[config.mk]
export PLATFORM = sky130hd
export DESIGN_NAME = sem_gradient
export DESIGN_NICKNAME = d
export VERILOG_FILES = /design/src/rtl/sem_pkg.sv /design/src/rtl/sem_gradient.sv
export SDC_FILE = /design/constraint.sdc
export NUM_CORES = 1
export LEC_CHECK = 0
export ABC_CLOCK_PERIOD_IN_PS = 7250
export BUFFER_PORTS_ARGS = -buffer_cell sky130_fd_sc_hd__clkbuf_2
export CAP_MARGIN = 0
export CORE_MARGIN = 3
export CORE_UTILIZATION = 55
export DETAILED_ROUTE_END_ITERATION = 8
export GPL_TIMING_DRIVEN = 1
export PLACE_DENSITY = 0.79
export REMOVE_ABC_BUFFERS = 1
export SYNTH_ARGS = -nofsm -noshare
export SYNTH_HDL_FRONTEND = slang
export SYNTH_SLANG_ARGS = --single-unit
[constraint.sdc]
create_clock -name aclk -period 7.25 [get_ports aclk]
set_clock_uncertainty 0.05 [all_clocks]
set_input_delay 2.175 -clock aclk [delete_from_list [all_inputs] [get_ports aclk]]
set_output_delay 2.175 -clock aclk [all_outputs]
set_load 0.02 [all_outputs]
[src/rtl/sem_pkg.sv]
// ----------------------------------------------------------------------------
// sem_pkg
// Shared constants, register codes and types of the Sobel edge magnitude block.
// ----------------------------------------------------------------------------
package sem_pkg;

    localparam int CHAN_W     = 8;
    localparam int NUM_CHAN   = 3;
    localparam int PIX_W      = CHAN_W * NUM_CHAN;
    localparam int SUM_W      = 12;
    localparam int POS_W      = 12;
    localparam int CFG_DIM_W  = 13;
    localparam int APB_DATA_W = 32;
    localparam int APB_ADDR_W = 4;

    localparam int DEF_MAX_WIDTH  = 4096;
    localparam int DEF_MAX_HEIGHT = 4096;

    localparam logic [CFG_DIM_W-1:0] RST_FRAME_WIDTH  = CFG_DIM_W'(640);
    localparam logic [CFG_DIM_W-1:0] RST_FRAME_HEIGHT = CFG_DIM_W'(480);
    localparam logic                 RST_USE_MAX_MODE = 1'b1;

    localparam logic [7:0] EDGE_SAT = 8'd255;

    typedef enum logic [1:0] {
        REG_FRAME_WIDTH  = 2'd0,
        REG_FRAME_HEIGHT = 2'd1,
        REG_USE_MAX_MODE = 2'd2
    } reg_index_t;

    typedef struct packed {
        logic [POS_W-1:0] centre_col;
        logic [POS_W-1:0] centre_row;
        logic             produce;
        logic             last;
    } pos_t;

endpackage

[src/rtl/sem_gradient.sv]
// ----------------------------------------------------------------------------
// sem_gradient
// 3x3 window of packed pixels and the horizontal and vertical Sobel sums
// over the three channels.
// ----------------------------------------------------------------------------
module sem_gradient
    import sem_pkg::*;
(
    input  logic             aclk,
    input  logic             aresetn,
    input  logic             en,
    input  logic             in_valid,
    input  logic [PIX_W-1:0] top,
    input  logic [PIX_W-1:0] mid,
    input  logic [PIX_W-1:0] px,
    input  pos_t             pos_in,
    output logic             res_valid,
    output pos_t             res_pos,
    output logic [SUM_W-1:0] sh,
    output logic [SUM_W-1:0] sv
);

    localparam int TAP_W = CHAN_W + 2;

    logic [PIX_W-1:0] win_reg [9];
    logic             v2_reg, v3_reg;
    pos_t             pos2_reg, pos3_reg;
    logic [SUM_W-1:0] sh_reg, sv_reg, sh_sum, sv_sum;

    function automatic logic [CHAN_W-1:0] chan(input logic [PIX_W-1:0] p, input int k);
        return p[k*CHAN_W +: CHAN_W];
    endfunction

    function automatic logic [TAP_W-1:0] tap3(input logic [CHAN_W-1:0] a,
                                              input logic [CHAN_W-1:0] b,
                                              input logic [CHAN_W-1:0] c);
        return TAP_W'(a) + {1'b0, b, 1'b0} + TAP_W'(c);
    endfunction

    function automatic logic [TAP_W-1:0] abs_diff(input logic [TAP_W-1:0] a,
                                                  input logic [TAP_W-1:0] b);
        return (a > b) ? a - b : b - a;
    endfunction

    always_comb begin
        sh_sum = '0;
        sv_sum = '0;
        for (int k = 0; k < NUM_CHAN; k++) begin
            sh_sum = sh_sum + SUM_W'(abs_diff(
                tap3(chan(win_reg[0], k), chan(win_reg[3], k), chan(win_reg[6], k)),
                tap3(chan(win_reg[2], k), chan(win_reg[5], k), chan(win_reg[8], k))));
            sv_sum = sv_sum + SUM_W'(abs_diff(
                tap3(chan(win_reg[0], k), chan(win_reg[1], k), chan(win_reg[2], k)),
                tap3(chan(win_reg[6], k), chan(win_reg[7], k), chan(win_reg[8], k))));
        end
    end

    always_ff @(posedge aclk) begin
        if (!aresetn) begin
            for (int i = 0; i < 9; i++) begin
                win_reg[i] <= '0;
            end
            v2_reg <= 1'b0;
            v3_reg <= 1'b0;
        end else if (en) begin
            if (in_valid) begin
                for (int r = 0; r < 3; r++) begin
                    win_reg[r*3]     <= win_reg[r*3 + 1];
                    win_reg[r*3 + 1] <= win_reg[r*3 + 2];
                end
                win_reg[2] <= top;
                win_reg[5] <= mid;
                win_reg[8] <= px;
            end
            v2_reg <= in_valid;
            v3_reg <= v2_reg;
        end
    end

    always_ff @(posedge aclk) begin
        if (en) begin
            pos2_reg <= pos_in;
            pos3_reg <= pos2_reg;
            sh_reg   <= sh_sum;
            sv_reg   <= sv_sum;
        end
    end

    assign res_valid = v3_reg;
    assign res_pos   = pos3_reg;
    assign sh        = sh_reg;
    assign sv        = sv_reg;

    a_sum_range: assert property (@(posedge aclk) disable iff (!aresetn)
        (res_valid && res_pos.produce) |-> ((sh <= SUM_W'(3060)) && (sv <= SUM_W'(3060))))
        else $error("Sobel sum out of range");

    a_stage_hold: assert property (@(posedge aclk) disable iff (!aresetn)
        !en |=> ($stable(v3_reg) && $stable(sh_reg) && $stable(sv_reg)))
        else $error("gradient stage moved during a stall");

endmodule

## Word level (Yosys, flattened, before mapping)

Memory sizes are Yosys's and may differ from the RTL's.
Index checks and enable logic that the tools add are counted.

- Memories: 1
- Register bits after elaboration: 78
- Logic and storage cells: 88
- Input bits: 102
- Memory bits (writable): 216

Memory list:

| name | words | width | read ports | clocked after Yosys merged registers in | write ports | RTL line | text |
|---|---|---|---|---|---|---|---|
| win_reg | 9 | 24 | 9 | 0 | 9 | sem_gradient.sv:25 | `logic [PIX_W-1:0] win_reg [9];` |

- Bitwise logic cells: 9
- Multiplexer cells: 20
- Add/sub/neg operators: 40
- $lt $le $gt $ge: 6

Operator list:

| operator | number |
|---|---|
| 24-bit 2-to-1 mux | 9 |
| 10-bit by 8-bit adder with 10-bit output | 12 |
| 8-bit by 9-bit adder with 10-bit output | 12 |
| 10-bit subtractor | 12 |
| 10-bit greater-than comparator | 6 |
| 10-bit 2-to-1 mux | 6 |
| 11-bit by 10-bit adder with 12-bit output | 2 |
| 10-bit by 10-bit adder with 11-bit output | 2 |
| 1-bit OR | 9 |
| 1-bit 2-to-1 mux | 5 |

## Longest topological paths before layout

- Depth in word-level cells: 6
- Gate-level depth with buffers: 31
- Gate-level depth less buffers: 29

## Worst setup path before layout

Ideal clock, no wire load.

- Kind: input to register
- Start: input port in_valid
- End: memory win_reg[0][0] (netlist bit), enable pin
- Path buffers: 0
- Arrival time: 5.715 ns
- Setup slack: -0.218 ns
- Stages: 2
- Data required time: 5.497 ns
- Path through: nand2_1 -> nand2_1

RTL lines:

| item | RTL line | text |
|---|---|---|
| from (decl) | sem_gradient.sv:12 | `input logic in_valid,` |
| to (decl) | sem_gradient.sv:25 |  |

==> reports/qor.csv <==
stage,metric,value,unit
status,status,completed,
yosys,synth_edf_count,292,
route,ant_nets,0,
critical_path,crit_top_cell,a21oi_1,
clock_network,cts_root_buffer,clkbuf_16,
clock_network,cts.clk_slew.worst_paths,0.06,ns
yosys,ys_ff_latch,294,
die,core.rowCount,72,
clock_network,cts.hold.buffers_added,0,
critical_path,crit_path_max_incr_delay,0.54,ns
yosys,netlist.area_leader.share,39.61,%
timing,worstMarginPinSlew,0.9406,ns
placed_design,portBuffers,152,
yosys,synthArstFlopShare,0,%
die,coreArea,39190,um2
critical_path,worst_ep_required_time,7.59,ns
die,die_w,206.6,um
global_route,busiest_layer,met2,
route,drt_iter0_drc,888,
critical_path,start_kind,register,
route,drt_wl_total,45570,um
route,drc_errors,0,
clock_network,cts_tree,done,
timing,post-route-min-period,6.834,ns
route,avgRoutedWirePerCell,17.22,um
route,vias_per_cell,5.418,
timing,period_share,94.26,%
global_route,grt_pass1_wl,73330,um
global_route,use_met1,29.23,%
global_route,grt_pass1_vias,14549,
timing,finalSetupViolCount,0,
global_route,grt_util_all_layers,21.62,%
finish,drive_gt1_share,11.47,%
min_path,hold_path_class,register to register,
yosys,synth_area,22130,um2
global_route,grt_use_met2,36.44,%
critical_path,critical_path_arrival,7.17,ns
die,die-area,42690,um2
clock_network,cts_sinks,294,
finish,nets,2574,
yosys,netlist_top_cells_area,"edfxtp_1, ha_1, fa_1, and2_1, inv_1",
placed_design,place.gp.congestion,0.8942,
yosys,synth.distinct_cells,65,
yosys,syn_inst,1952,
global_route,gr-total-overflow,0,
yosys,avgSynthCellArea,11.34,um2
timing,setup_tns,0,ns
timing,slew_viol_final,0,
route,vias,14335,
clock_network,clk_latency,0.54,ns
die,ioPinCount,153,
finish,num_antenna_cells,0,
yosys,synth_ff_type,edfxtp_1,
critical_path,critPathKind,register to register,
route,dr.pass1.iters,5,
timing,hold_violations,0,
timing,max-slew-margin-rel,37.30,%
clock_network,cts.htree.levels,2,
die,die_h,206.6,um
global_route,antenna_found_initial,0,
critical_path,worst_setup_path_end_kind,register,
clock_network,cts_buffer_depth,3,
die,start_util,56.48,%
finish,syn2layout_area_growth,10.90,%
timing,max_clock_freq,146.3,MHz
yosys,seq_area_frac_synth,39.79,%
run,cap_violations,0,
global_route,met3_usage,3.199,%
yosys,yosysWarnings,0,
clock_network,cts_buffers,34,
placed_design,dp_hpwl,35770,um
critical_path,cp_slowest_cell,fa_1,
yosys,synth_top_cell_by_area,edfxtp_1,
finish,largest_register_ff_count,216,
global_route,grt_start_max_net_pins,111,
critical_path,crit_fanout,5,
[final cells by class]
cell class              count  area [um2]
inverters                 237       889.6
well taps                 518       648.1
multi-input cells        1370       12210
fillers                  3125       14640
clock inverters            19       152.6
clock buffers              43       948.4
repair buffers            165       885.9
flip-flops and latches    294        8808
[through the flow]
stage	setup slack, ns	cells	utilization, %	instance area (um2)	hold WS [ns]
4_1_cts	0.3012	2643	62.53	24500	0.3692
5_1_grt	-0.005152	2646	62.64	24550	0.3832
3_3_place_gp	0.5499	2581	59.72	23400	0.3519
2_1_floorplan	-0.2176	1901	-	21880	0.3503
6_report	0.4160	2646	62.64	24550	0.3684
3_5_place_dp	0.3415	2581	59.72	23400	0.3556
[layer usage]
metal	vias to the layer above	routed length, um	part of all wire [%]
met5	-	0	0
met4	0	994	2.2
met3	60	2082	4.6
met2	309	21700	48
met1	6970	20790	46
li1	6996	-	-
[cell usage after synthesis, drive strengths merged (3+ instances only)]
library cell	n
edfxtp	292
ha	240
inv	237
and2	216
fa	130
a21oi	108
xnor2	98
nand2	73
o21ai	64
nor2	62
a21o	61
mux2i	51
xor2	51
clkbuf	32
nand2b	26
buf	19
nor2b	19
nor3	18
a211oi	16
o211ai	15
a31oi	13
nand3	13
o41ai	10
nand4	9
o31a	9
and3	8
o21a	7
or2	7
mux2	5
a21boi	4
nand3b	4
or3	4
o21bai	3
[path summary, 6_finish.rpt]
path	start	to	slack, ns	depth (start not counted)
setup / recovery	win_reg[0][65]$_SDFFCE_PN0P_	sh[10]$_DFFE_PP_	0.42	27
hold / removal	pos2_reg[25]$_DFFE_PP_	res_pos[25]$_DFFE_PP_	0.37	0
setup reg to reg	win_reg[0][65]$_SDFFCE_PN0P_	sh[10]$_DFFE_PP_	0.42	27
hold reg to reg	pos2_reg[25]$_DFFE_PP_	res_pos[25]$_DFFE_PP_	0.37	0
[worst max-delay path: cells and delay by family, from the launching register on]
kind	cells	cell delay, ns
AO/OA/AOI/OAI	10	2.10
XOR/XNOR	2	0.44
multiplexers	1	0.20
adder cells (fa/ha/maj)	6	2.33
buffers and inverters	4	0.43
flip-flops	1	0.35
AND/OR/NAND/NOR	4	0.78
[layout by cell type (no fill, tap or decap), types with 17 or more instances in the layout]
| master | synthesis | final |
|---|---|---|
| clkbuf_2 | 3 | 151 |
| and2_1 | 216 | 216 |
| fa_1 | 130 | 129 |
| xor2_1 | 51 | 51 |
| a21o_1 | 60 | 60 |
| nor2_1 | 62 | 62 |
| edfxtp_1 | 292 | 292 |
| o21ai_0 | 63 | 63 |
| clkbuf_16 | 0 | 37 |
| xnor2_1 | 98 | 98 |
| nor2b_1 | 17 | 17 |
| a21oi_1 | 108 | 107 |
| nand2_1 | 72 | 71 |
| nor3_1 | 18 | 18 |
| nand2b_1 | 26 | 26 |
| inv_1 | 237 | 237 |
| mux2i_1 | 51 | 50 |
| ha_1 | 240 | 239 |
[repair_timing]
action / 4_1_cts / 5_1_grt
gates resized for setup: 0 / 7
buffers inserted: 0 / 3
setup endpoints to repair: 0 / 3
[cells by family after synthesis]
logic type / synth area share, %
AND/OR/NAND/NOR: 11.57
flip-flops: 39.79
buffers and inverters: 5.172
multiplexers: 2.578
adder cells (fa/ha/maj): 25.32
XOR/XNOR: 5.896
AO/OA/AOI/OAI: 9.672
Power is not shown: default switching activity piles up to over one toggle a cycle in this logic, so the estimate is an artifact.
