**config.mk**
```make
export PLATFORM = sky130hd
export DESIGN_NAME = sem_raster_ctr
export DESIGN_NICKNAME = d
export VERILOG_FILES = /design/src/rtl/sem_pkg.sv /design/src/rtl/sem_raster_ctr.sv
export SDC_FILE = /design/constraint.sdc
export NUM_CORES = 1
export LEC_CHECK = 0
export ABC_AREA = 1
export BUFFER_PORTS_ARGS = -buffer_cell sky130_fd_sc_hd__buf_2
export CAP_MARGIN = 15
export CORE_AREA = 8 8 135 137
export CTS_BUF_LIST = sky130_fd_sc_hd__clkbuf_16
export CTS_CLUSTER_SIZE = 8
export DETAILED_ROUTE_END_ITERATION = 10
export DIE_AREA = 0 0 143 145
export PLACE_DENSITY = 0.52
export SYNTH_ARGS = -nofsm -noshare
export SYNTH_HDL_FRONTEND = slang
export SYNTH_SLANG_ARGS = --single-unit
```
**constraint.sdc**
```tcl
create_clock -name aclk -period 7.5 [get_ports aclk]
set_input_delay 0.75 -clock aclk [delete_from_list [all_inputs] [get_ports aclk]]
set_output_delay 0.75 -clock aclk [all_outputs]
set_load 0.01 [all_outputs]
```
**src/rtl/sem_pkg.sv**
```systemverilog
// ----------------------------------------------------------------------------
// sem_pkg
// Shared constants, register codes and types of the Sobel edge magnitude block.
// ----------------------------------------------------------------------------
package sem_pkg;

    localparam int CHAN_W     = 8;
    localparam int NUM_CHAN   = 3;
    localparam int PIX_W      = CHAN_W * NUM_CHAN;
    localparam int SUM_W      = 12;
    localparam int POS_W      = 12;
    localparam int CFG_DIM_W  = 13;
    localparam int APB_DATA_W = 32;
    localparam int APB_ADDR_W = 4;

    localparam int DEF_MAX_WIDTH  = 4096;
    localparam int DEF_MAX_HEIGHT = 4096;

    localparam logic [CFG_DIM_W-1:0] RST_FRAME_WIDTH  = CFG_DIM_W'(640);
    localparam logic [CFG_DIM_W-1:0] RST_FRAME_HEIGHT = CFG_DIM_W'(480);
    localparam logic                 RST_USE_MAX_MODE = 1'b1;

    localparam logic [7:0] EDGE_SAT = 8'd255;

    typedef enum logic [1:0] {
        REG_FRAME_WIDTH  = 2'd0,
        REG_FRAME_HEIGHT = 2'd1,
        REG_USE_MAX_MODE = 2'd2
    } reg_index_t;

    typedef struct packed {
        logic [POS_W-1:0] centre_col;
        logic [POS_W-1:0] centre_row;
        logic             produce;
        logic             last;
    } pos_t;

endpackage

```
**src/rtl/sem_raster_ctr.sv**
```systemverilog
// ----------------------------------------------------------------------------
// sem_raster_ctr
// Column and row counters of the raster stream, with dimension clamping.
// ----------------------------------------------------------------------------
module sem_raster_ctr
    import sem_pkg::*;
#(
    parameter int MAX_WIDTH  = DEF_MAX_WIDTH,
    parameter int MAX_HEIGHT = DEF_MAX_HEIGHT,
    parameter int CW         = $clog2(MAX_WIDTH),
    parameter int RW         = $clog2(MAX_HEIGHT)
) (
    input  logic                 aclk,
    input  logic                 aresetn,
    input  logic                 advance,
    input  logic [CFG_DIM_W-1:0] frame_width,
    input  logic [CFG_DIM_W-1:0] frame_height,
    output logic [CW-1:0]        addr,
    output pos_t                 pos
);

    localparam int DW = (CW + 1 > CFG_DIM_W) ? CW + 1 : CFG_DIM_W;
    localparam int DH = (RW + 1 > CFG_DIM_W) ? RW + 1 : CFG_DIM_W;

    logic [CW-1:0] col_count_reg, col_count_next;
    logic [RW-1:0] row_count_reg, row_count_next;
    logic [DW-1:0] w, fw, col_ext, col_cur;
    logic [DH-1:0] h, fh, row_ext, row_wrap, row_cur, row_inc;

    always_comb begin
        fw = DW'(frame_width);
        fh = DH'(frame_height);
        if (fw < DW'(3)) begin
            w = DW'(3);
        end else if (fw > DW'(MAX_WIDTH)) begin
            w = DW'(MAX_WIDTH);
        end else begin
            w = fw;
        end
        if (fh < DH'(3)) begin
            h = DH'(3);
        end else if (fh > DH'(MAX_HEIGHT)) begin
            h = DH'(MAX_HEIGHT);
        end else begin
            h = fh;
        end

        col_ext  = DW'(col_count_reg);
        row_ext  = DH'(row_count_reg);
        row_wrap = (row_ext >= h) ? '0 : row_ext;
        if (col_ext >= w) begin
            col_cur = '0;
            row_cur = (row_wrap + DH'(1) >= h) ? '0 : row_wrap + DH'(1);
        end else begin
            col_cur = col_ext;
            row_cur = row_wrap;
        end
        row_inc = (row_cur + DH'(1) >= h) ? '0 : row_cur + DH'(1);

        if (col_cur + DW'(1) >= w) begin
            col_count_next = '0;
            row_count_next = RW'(row_inc);
        end else begin
            col_count_next = CW'(col_cur + DW'(1));
            row_count_next = RW'(row_cur);
        end

        addr           = CW'(col_cur);
        pos.centre_col = POS_W'(32'(col_cur) - 32'd1);
        pos.centre_row = POS_W'(32'(row_cur) - 32'd1);
        pos.produce    = (col_cur >= DW'(2)) && (row_cur >= DH'(2));
        pos.last       = (col_cur == w - DW'(1)) && (row_cur == h - DH'(1));
    end

    always_ff @(posedge aclk) begin
        if (!aresetn) begin
            col_count_reg <= '0;
            row_count_reg <= '0;
        end else if (advance) begin
            col_count_reg <= col_count_next;
            row_count_reg <= row_count_next;
        end
    end

endmodule

```
======== Word level (Yosys, flattened, before mapping) ========
Cells that the tools add are included.
storage, ports and cells
  flip-flop bits (word level) ............. 24
  output and inout port bits .............. 38
  logic and storage cells ................. 35
cells by class
  $add $sub $neg .......................... 7
  order comparisons ....................... 11
  equal/unequal tests ..................... 2
  muxes and demuxes ....................... 11
  reductions and logical operators ........ 2
operator list
  cell                                                                                  count
  13-bit 2-to-1 mux                                                                     6
  12-bit 2-to-1 mux                                                                     5
  13-bit greater-or-equal comparator                                                    3
  13-bit by 1-bit adder with 13-bit output, second input constant                       2
  13-bit equality test                                                                  2
  12-bit by 13-bit greater-or-equal comparator with 1-bit output                        2
  13-bit by 2-bit greater-or-equal comparator with 1-bit output, second input constant  2
  13-bit > comparator, second input constant                                            2
  13-bit by 2-bit < comparator with 1-bit output, second input constant                 2
  13-bit by 1-bit subtractor with 13-bit output, second input constant                  2
  12-bit by 1-bit subtractor with 12-bit output, second input constant                  2
  12-bit by 1-bit adder with 13-bit output, second input constant                       1
  1-bit logical AND                                                                     2

======== Longest topological paths before layout ========
Gate-level depths: netlist of run 1.
  word-level depth ........................ 13
  mapped depth ............................ 52

======== Worst setup path after synthesis of run 1 ========
OpenSTA, ideal clock, no wires.
  kind .................................... input port to flip-flop
  start ................................... input frame_height[5]
  end ..................................... register row_count_reg[10]
  setup time .............................. 0.070 ns
  arrival ................................. 6.818 ns
  path slack .............................. 0.612 ns
  stages on the path ...................... 50
  buffers on the path ..................... 2
  path through ............................ nor2_1 > nand3_1 > nor2_1 > nand3_1 > nand2_1 > inv_1 > nor2_1 > inv_1 > ha_1 > nand2_1 > inv_1 > nand2_1 > a21oi_1 > nor2_2 > nand3_2 > nor2_2 > ha_1 > nand4_4 > [... 14 more ...] > nand2_1 > o21ai_0 > nand2_1 > inv_1 > ha_1 > a21oi_1 > o21a_1 > o31ai_1 > a21oi_1 > o21ai_0 > nand2_1 > nand2_1 > a21oi_1 > nand2_1 > nor2_1 > buf_2 > nand3_1 > a21oi_1
on the way
  word-level cells in the longest chain between the ends .. 13
  elaborated cells on any way between the ends .. 14
  those cells by class .................... add/sub: 2; order compare: 5; mux: 7
RTL lines
  item                                                            RTL line              text
  from (decl)                                                     sem_raster_ctr.sv:17  input logic [CFG_DIM_W-1:0] frame_height,
  13-bit > comparator                                             sem_raster_ctr.sv:42  end else if (fh > DH'(MAX_HEIGHT)) begin
  13-bit 2-to-1 mux                                               sem_raster_ctr.sv:42
  13-bit 2-to-1 mux *                                             sem_raster_ctr.sv:40  if (fh < DH'(3)) begin
  12-bit by 13-bit greater-or-equal comparator with 1-bit output  sem_raster_ctr.sv:50  row_wrap = (row_ext >= h) ? '0 : row_ext;
  12-bit 2-to-1 mux                                               sem_raster_ctr.sv:50
  12-bit by 1-bit adder with 13-bit output                        sem_raster_ctr.sv:53  row_cur = (row_wrap + DH'(1) >= h) ? '0 : row_wrap + DH'(1);
  13-bit greater-or-equal comparator                              sem_raster_ctr.sv:53
  13-bit 2-to-1 mux                                               sem_raster_ctr.sv:53
  13-bit 2-to-1 mux                                               sem_raster_ctr.sv:51  if (col_ext >= w) begin
  13-bit by 1-bit adder with 13-bit output                        sem_raster_ctr.sv:58  row_inc = (row_cur + DH'(1) >= h) ? '0 : row_cur + DH'(1);
  13-bit greater-or-equal comparator                              sem_raster_ctr.sv:58
  12-bit 2-to-1 mux                                               sem_raster_ctr.sv:58
  12-bit 2-to-1 mux *                                             sem_raster_ctr.sv:60  if (col_cur + DW'(1) >= w) begin
  to (signal assigned)                                            sem_raster_ctr.sv:81  row_count_reg <= row_count_next;
  to (decl)                                                       sem_raster_ctr.sv:26  logic [RW-1:0] row_count_reg, row_count_next;
Mark *: on every way between the ends. The rest lies on a longest branch, timed or not.
A chain may end at the register's enable or synchronous reset.

======== Worst setup path in the final report of run 1 ========
  start ................................... input frame_height[5]
  end ..................................... register row_count_reg[9]
Same word-level chain as after synthesis.

==> results of run 1 <==
final timing paths:
path                 endpoint  depth (start not counted)  slack [ns]              from
max          row_count_reg[9]                         49        0.66   frame_height[5]
min          col_count_reg[0]                          2        0.46  col_count_reg[0]
max reg2reg  row_count_reg[9]                         40        1.56  row_count_reg[3]
min reg2reg  col_count_reg[0]                          2        0.46  col_count_reg[0]
layout make-up:
class,instances,share of cell area [%]
multi-input cells,753,70.79
inverters,119,7.036
flip-flops and latches,24,7.484
well taps,220,4.288
repair buffers,96,8.770
clock buffers,3,1.169
clock inverters,1,0.4677
power by group:
group / switching, uW / internal (uW)
registers: 1.18 / 129
clock network: 51.7 / 106
logic: 142 / 78.6
layer usage:
layer | vias up | global-route usage (%)
li1 | 3160 | -
met1 | 2676 | 22.39
met2 | 137 | 32.35
met3 | 36 | 2.690
met4 | 0 | 6.433
met5 | - | 0
cells in the final DEF (no fill, tap or decap), drive strengths merged:
cell	instances
o2111ai	1
nand2b	1
o21bai	6
clkinv	3
o21a	2
a31o	2
nand2	269
nand3b	2
o211ai	2
a31oi	1
o21ai	25
nor4	6
dfxtp	24
o41ai	3
a21oi	59
xnor2	6
bufinv	1
and2	8
a211oi	1
o31ai	1
a22oi	11
nor3	16
clkbuf	3
or2	2
nand3	75
inv	116
a21o	1
xor2	41
nor2	115
ha	72
nand4	25
buf	96
logic make-up (layout without fill, tap and decap cells):
logic type / after synthesis / count (layout) / synth area share (%)
AND/OR/NAND/NOR: 519 / 519 / 44.90
XOR/XNOR: 47 / 47 / 7.605
adder cells (fa/ha/maj): 72 / 72 / 16.34
flip-flops: 24 / 24 / 8.717
buffers and inverters: 132 / 219 / 9.716
AO/OA/AOI/OAI: 115 / 115 / 12.71
metrics by stage:
step,utilization [%],hold slack (ns)
finish,39.70,0.4642
global route,39.70,0.4946
CTS,39.16,0.4671
detailed placement,38.51,0.4563
global placement,38.51,0.4545
floorplan,-,0.4453
timing repair:
| action | 4_1_cts | 5_1_grt |
|---|---|---|
| buffers inserted | 0 | 3 |
| setup endpoints to repair | 0 | 16 |
| hold endpoints to repair | 0 | 0 |
| gates resized for setup | 0 | 15 |
tightest hold or removal path, delay by kind of cell, from the launching register on:
family	cells	cell delay, ns
and+or+nand+nor	1	0.06
AOI/OAI and AO/OA	1	0.05
DFF	1	0.31
==> impl_metrics.json, run 1 <==
{
  "clock_tree_from_tritoncts": "built",
  "die-area_um2": 20740,
  "post-route-drc-count": 0,
  "ys_seq_elements": 24,
  "finalInstanceArea_um2": 6420,
  "synth_top_area_share_pct": 17.23,
  "met1Wirelength_um": 8549,
  "placedCellCount": 1208,
  "post_synthesis_cells": 909,
  "fmax_ghz": 0.1463,
  "timing.final.crit_period_ns": 6.837,
  "routed_wirelength_um": 19510,
  "finalSetupViolations": 0,
  "highest-signal-layer": "met4",
  "worst_skew_pair.late_latency_ns": 0.27,
  "dieWidth_um": 143,
  "drv.max_cap_violation_count": 0,
  "max_slew_violation_count": 0,
  "yosys.cell_count.top_type": "sky130_fd_sc_hd__nand2_1",
  "fin_cells": 1216,
  "rows": 47,
  "post_synth.cell_area_avg_um2": 6.063,
  "pwr_density_cell_nw_per_um2": 79.22,
  "area_growth_pct": 16.48,
  "cts.path.max_buffers": 2,
  "path_clk_slew_ns": 0.07,
  "port_buffer_cells": 66,
  "dr_total_vias": 6009,
  "sequential_cell_area_um2": 480.5,
  "synthTopCellsByCount": "sky130_fd_sc_hd__nand2_1, sky130_fd_sc_hd__inv_1, sky130_fd_sc_hd__nor2_1",
  "timing.critical_path.buf_inv": 7,
  "grt-ovfl-total": 0,
  "core_region_area_um2": 16170,
  "postCtsHoldBufs": 0,
  "multi_input_comb_area_um2": 4544,
  "period_share_pct": 91.16,
  "drt-vias-per-instance": 4.942,
  "synth.net_count": 1010,
  "timing.critical_path.fanout_max": 6,
  "globalplace.congestion": 0.9320,
  "synth_top_cells_by_area": "sky130_fd_sc_hd__nand2_1, sky130_fd_sc_hd__ha_1, sky130_fd_sc_hd__dfxtp_1",
  "finalHoldViolations": 0,
  "synth_sequential_area_ratio_pct": 8.717,
  "num_io_pins": 67,
  "cts_inserted_buffers": 3,
  "grt_util_all_layers_pct": 18.51,
  "drt_iter0_markers": 329,
  "critical_path.endpoint_type": "register",
  "route.met3.wl_um": 664,
  "worst_path_largest_cell_delay_ns": 0.33,
  "final_critical_path_setup_slack_ns": 0.6633,
  "worst_min_delay_path_category": "reg -> reg",
  "final.fill_count": 1807,
  "antennaDiodeCount": 0,
  "cell_chosen_for_the_clock_root": "sky130_fd_sc_hd__clkbuf_16",
  "timing.critical_path.slowest_stage_cell": "sky130_fd_sc_hd__ha_1",
  "average_routed_wire_per_standard_cell_um": 16.04,
  "path_delay_family": "simple AND/OR/NAND/NOR gates",
  "crit_arrival_ns": 7.03,
  "yosysTopAreaCell": "sky130_fd_sc_hd__nand2_1",
  "floorplan.die.height_um": 145,
  "slew_headroom_pct": 36.25,
  "grt_first_pass_wirelength_um": 30780,
  "grt_pass1_vias": 5869,
  "detailed_place_hpwl_um": 16690,
  "post-layout-total-power_uw": 508.6,
  "yosys_warnings": 0,
  "leak_pwr_uw": 0.003182,
  "async_reset_ff_share_pct": 0,
  "grt_max_degree": 27,
  "cp-start-kind": "primary input",
  "place_area_um2": 6228,
  "pin_slew_with_the_least_headroom_to_its_limit_ns": 0.9439,
  "rsz0062_at_grt": "no",
  "setup_tns_ns": 0,
  "cts_sinks": 24,
  "layout-drive-gt1-share_pct": 18.67,
  "path_class": "in -> reg",
  "initial_core_utilization_pct": 34.08,
  "synth_edf_count": 0,
  "detailedPlace.worstSlack_ns": 0.05660,
  "synthFlopType": "sky130_fd_sc_hd__dfxtp_1",
  "ctsHtreeMaxLevel": 1,
  "layout.nets": 1098,
  "netlist-cell-type-count": 54,
  "worst_clock_skew_ns": 0.005006,
  "netlist_area_um2": 5512,
  "drt.antenna.violating_nets": 0,
  "vdd.ir_drop.worst_mv": 0.1147,
  "timing.critical_path.required_ns": 7.69,
  "antenna_found_initial": 0,
  "drt-pass1-iter-count": 5,
  "run_status": "finished clean",
  "dr_wl_met2_um": 9629
}
Power figures use the tool's default switching activity.
==> inputs of run 2 (changes only) <==
--- a/config.mk
+++ b/config.mk
@@ -14,6 +14,7 @@
 export DETAILED_ROUTE_END_ITERATION = 10
 export DIE_AREA = 0 0 143 145
 export PLACE_DENSITY = 0.52
+export RECOVER_POWER = 50
 export SYNTH_ARGS = -nofsm -noshare
 export SYNTH_HDL_FRONTEND = slang
 export SYNTH_SLANG_ARGS = --single-unit
==> run 2 against run 1 <==
  * First-iteration DRC count rose by 0.91%
  * Sequential power hardly changed
  * Power down 0.70%
  * Die area unchanged
  * Global-route usage unchanged
  * Register-to-register slack got worse by 0.02 ns
  * Non-clock buffer count did not move
  * Largest cell class unchanged
==> impl_metrics.json, run 2 (synthesis results as in run 1) <==
{
  "core_region_area_um2": 16170,
  "run_status": "finished clean",
  "pwr_density_cell_nw_per_um2": 79.24,
  "grt_util_all_layers_pct": 18.51,
  "timing.critical_path.slowest_stage_cell": "sky130_fd_sc_hd__ha_1",
  "globalplace.congestion": 0.9320,
  "drt_iter0_markers": 332,
  "grt_busiest_layer": "met2",
  "gr-usage-met1_pct": 22.39,
  "cts_sinks": 24,
  "num_io_pins": 67,
  "cell_chosen_for_the_clock_root": "sky130_fd_sc_hd__clkbuf_16",
  "postCtsHoldBufs": 0,
  "routed_wirelength_um": 19520,
  "reg2reg_setup_slack_ns": 1.54,
  "finalHoldViolations": 0,
  "setup_tns_ns": 0,
  "timing.critical_path.required_ns": 7.69,
  "worst_clock_skew_ns": 0.005496,
  "multi_input_comb_area_um2": 4527,
  "clock_tree_from_tritoncts": "built",
  "final_common_cell": "sky130_fd_sc_hd__nand2_1",
  "drv.max_cap_violation_count": 0,
  "groute.layer.met2.usage_pct": 32.35,
  "rsz0062_at_grt": "no",
  "worst_min_delay_path_category": "reg -> reg",
  "detailed_place_hpwl_um": 16690,
  "holdCritStartpoint": "col_count_reg[0]",
  "max_slew_violation_count": 0,
  "die-area_um2": 20740,
  "post-route-drc-count": 0,
  "cts.path.max_buffers": 2,
  "timing.final.crit_period_ns": 6.839,
  "layout.nets": 1098,
  "drt-pass1-iter-count": 5,
  "worst_skew_pair.late_latency_ns": 0.27,
  "critical_path.reg2reg.endpoint": "row_count_reg[9]",
  "sequential_cell_area_um2": 480.5,
  "worst_hold_path_stage_count": 2,
  "antennaDiodeCount": 0,
  "dr_total_vias": 6005,
  "area_growth_pct": 15.64,
  "layout-drive-gt1-share_pct": 16.16,
  "grt_pass1_vias": 5869,
  "leak_pwr_uw": 0.003122,
  "worst_path_largest_cell_delay_ns": 0.33,
  "cts_inserted_buffers": 3,
  "path_class": "in -> reg",
  "holdWs_ns": 0.4642,
  "drt.antenna.violating_nets": 0,
  "slew_headroom_pct": 36.13,
  "post-layout-total-power_uw": 505.0,
  "period_share_pct": 91.19,
  "timing.reg2reg.worst_path_depth": 40,
  "critical_path.endpoint_type": "register",
  "final_cell_mix": "sky130_fd_sc_hd__nand2_1, sky130_fd_sc_hd__inv_1, sky130_fd_sc_hd__nor2_1",
  "pin_slew_with_the_least_headroom_to_its_limit_ns": 0.9457,
  "floorplan.die.height_um": 145,
  "port_buffer_cells": 66,
  "crit_arrival_ns": 7.03,
  "global_routing_usage_on_met3_pct": 2.690,
  "path_clk_slew_ns": 0.07,
  "grt_first_pass_wirelength_um": 30780,
  "cp-start-kind": "primary input",
  "rows": 47,
  "initial_core_utilization_pct": 34.08,
  "final.fill_count": 1820,
  "timing.rr.start": "row_count_reg[3]",
  "average_routed_wire_per_standard_cell_um": 16.05,
  "antenna_found_initial": 0,
  "ctsHtreeMaxLevel": 1,
  "grt_max_degree": 27,
  "dieWidth_um": 143,
  "finalSetupViolations": 0,
  "whs_endpoint": "col_count_reg[0]",
  "vdd.ir_drop.worst_mv": 0.1144,
  "grt-ovfl-total": 0,
  "fmax_ghz": 0.1462,
  "timing.critical_path.fanout_max": 6,
  "drt-vias-per-instance": 4.938
}
## run 2: per-layer routing
metal / share of wire [%] / up-vias
met5: 0 / -
met4: 3.4 / 0
met3: 3.4 / 36
met2: 49 / 132
met1: 44 / 2678
li1: - / 3159
## run 2: worst max-delay path: cells and delay by family
family,cells,cell delay (ns)
compound gates,12,1.30
xor+xnor,1,0.17
fa+ha+maj,5,1.27
buf+inv,7,0.71
simple gates,24,2.80
## run 2: worst max path at each step
stage,to,start,slack [ns]
finish,row_count_reg[9],frame_height[5],0.66
global placement,row_count_reg[9],frame_height[11],0.08
CTS,row_count_reg[9],frame_height[5],0.30
global route,row_count_reg[9],frame_height[5],0.003
detailed placement,row_count_reg[9],frame_height[11],0.06
floorplan,row_count_reg[10],frame_height[5],0.61
## run 2: layout make-up
type | count | area share, %
clock inverters | 1 | 0.4711
multi-input cells | 753 | 71.02
well taps | 220 | 4.319
inverters | 119 | 7.087
clock buffers | 3 | 1.178
flip-flops and latches | 24 | 7.538
repair buffers | 96 | 8.382
## run 2: metrics by stage
step	instances	setup WS [ns]	area (um^2)	util (%)
6_report	1216	0.6608	6374	39.41
5_1_grt	1216	0.003030	6374	39.41
3_5_place_dp	1208	0.05660	6228	38.51
4_1_cts	1212	0.2994	6334	39.16
3_3_place_gp	1208	0.07565	6228	38.51
2_1_floorplan	909	0.6118	5512	-
## run 2: what timing repair did
action,in CTS,in global routing
setup endpoints to repair,0,16
gates resized for setup,0,15
buffers inserted,0,3
## run 2: where the power goes
part           internal, uW  switching [uW]
Combinational          75.4             142
Sequential              129            1.17
Clock                   106            51.5
Total                   310             195
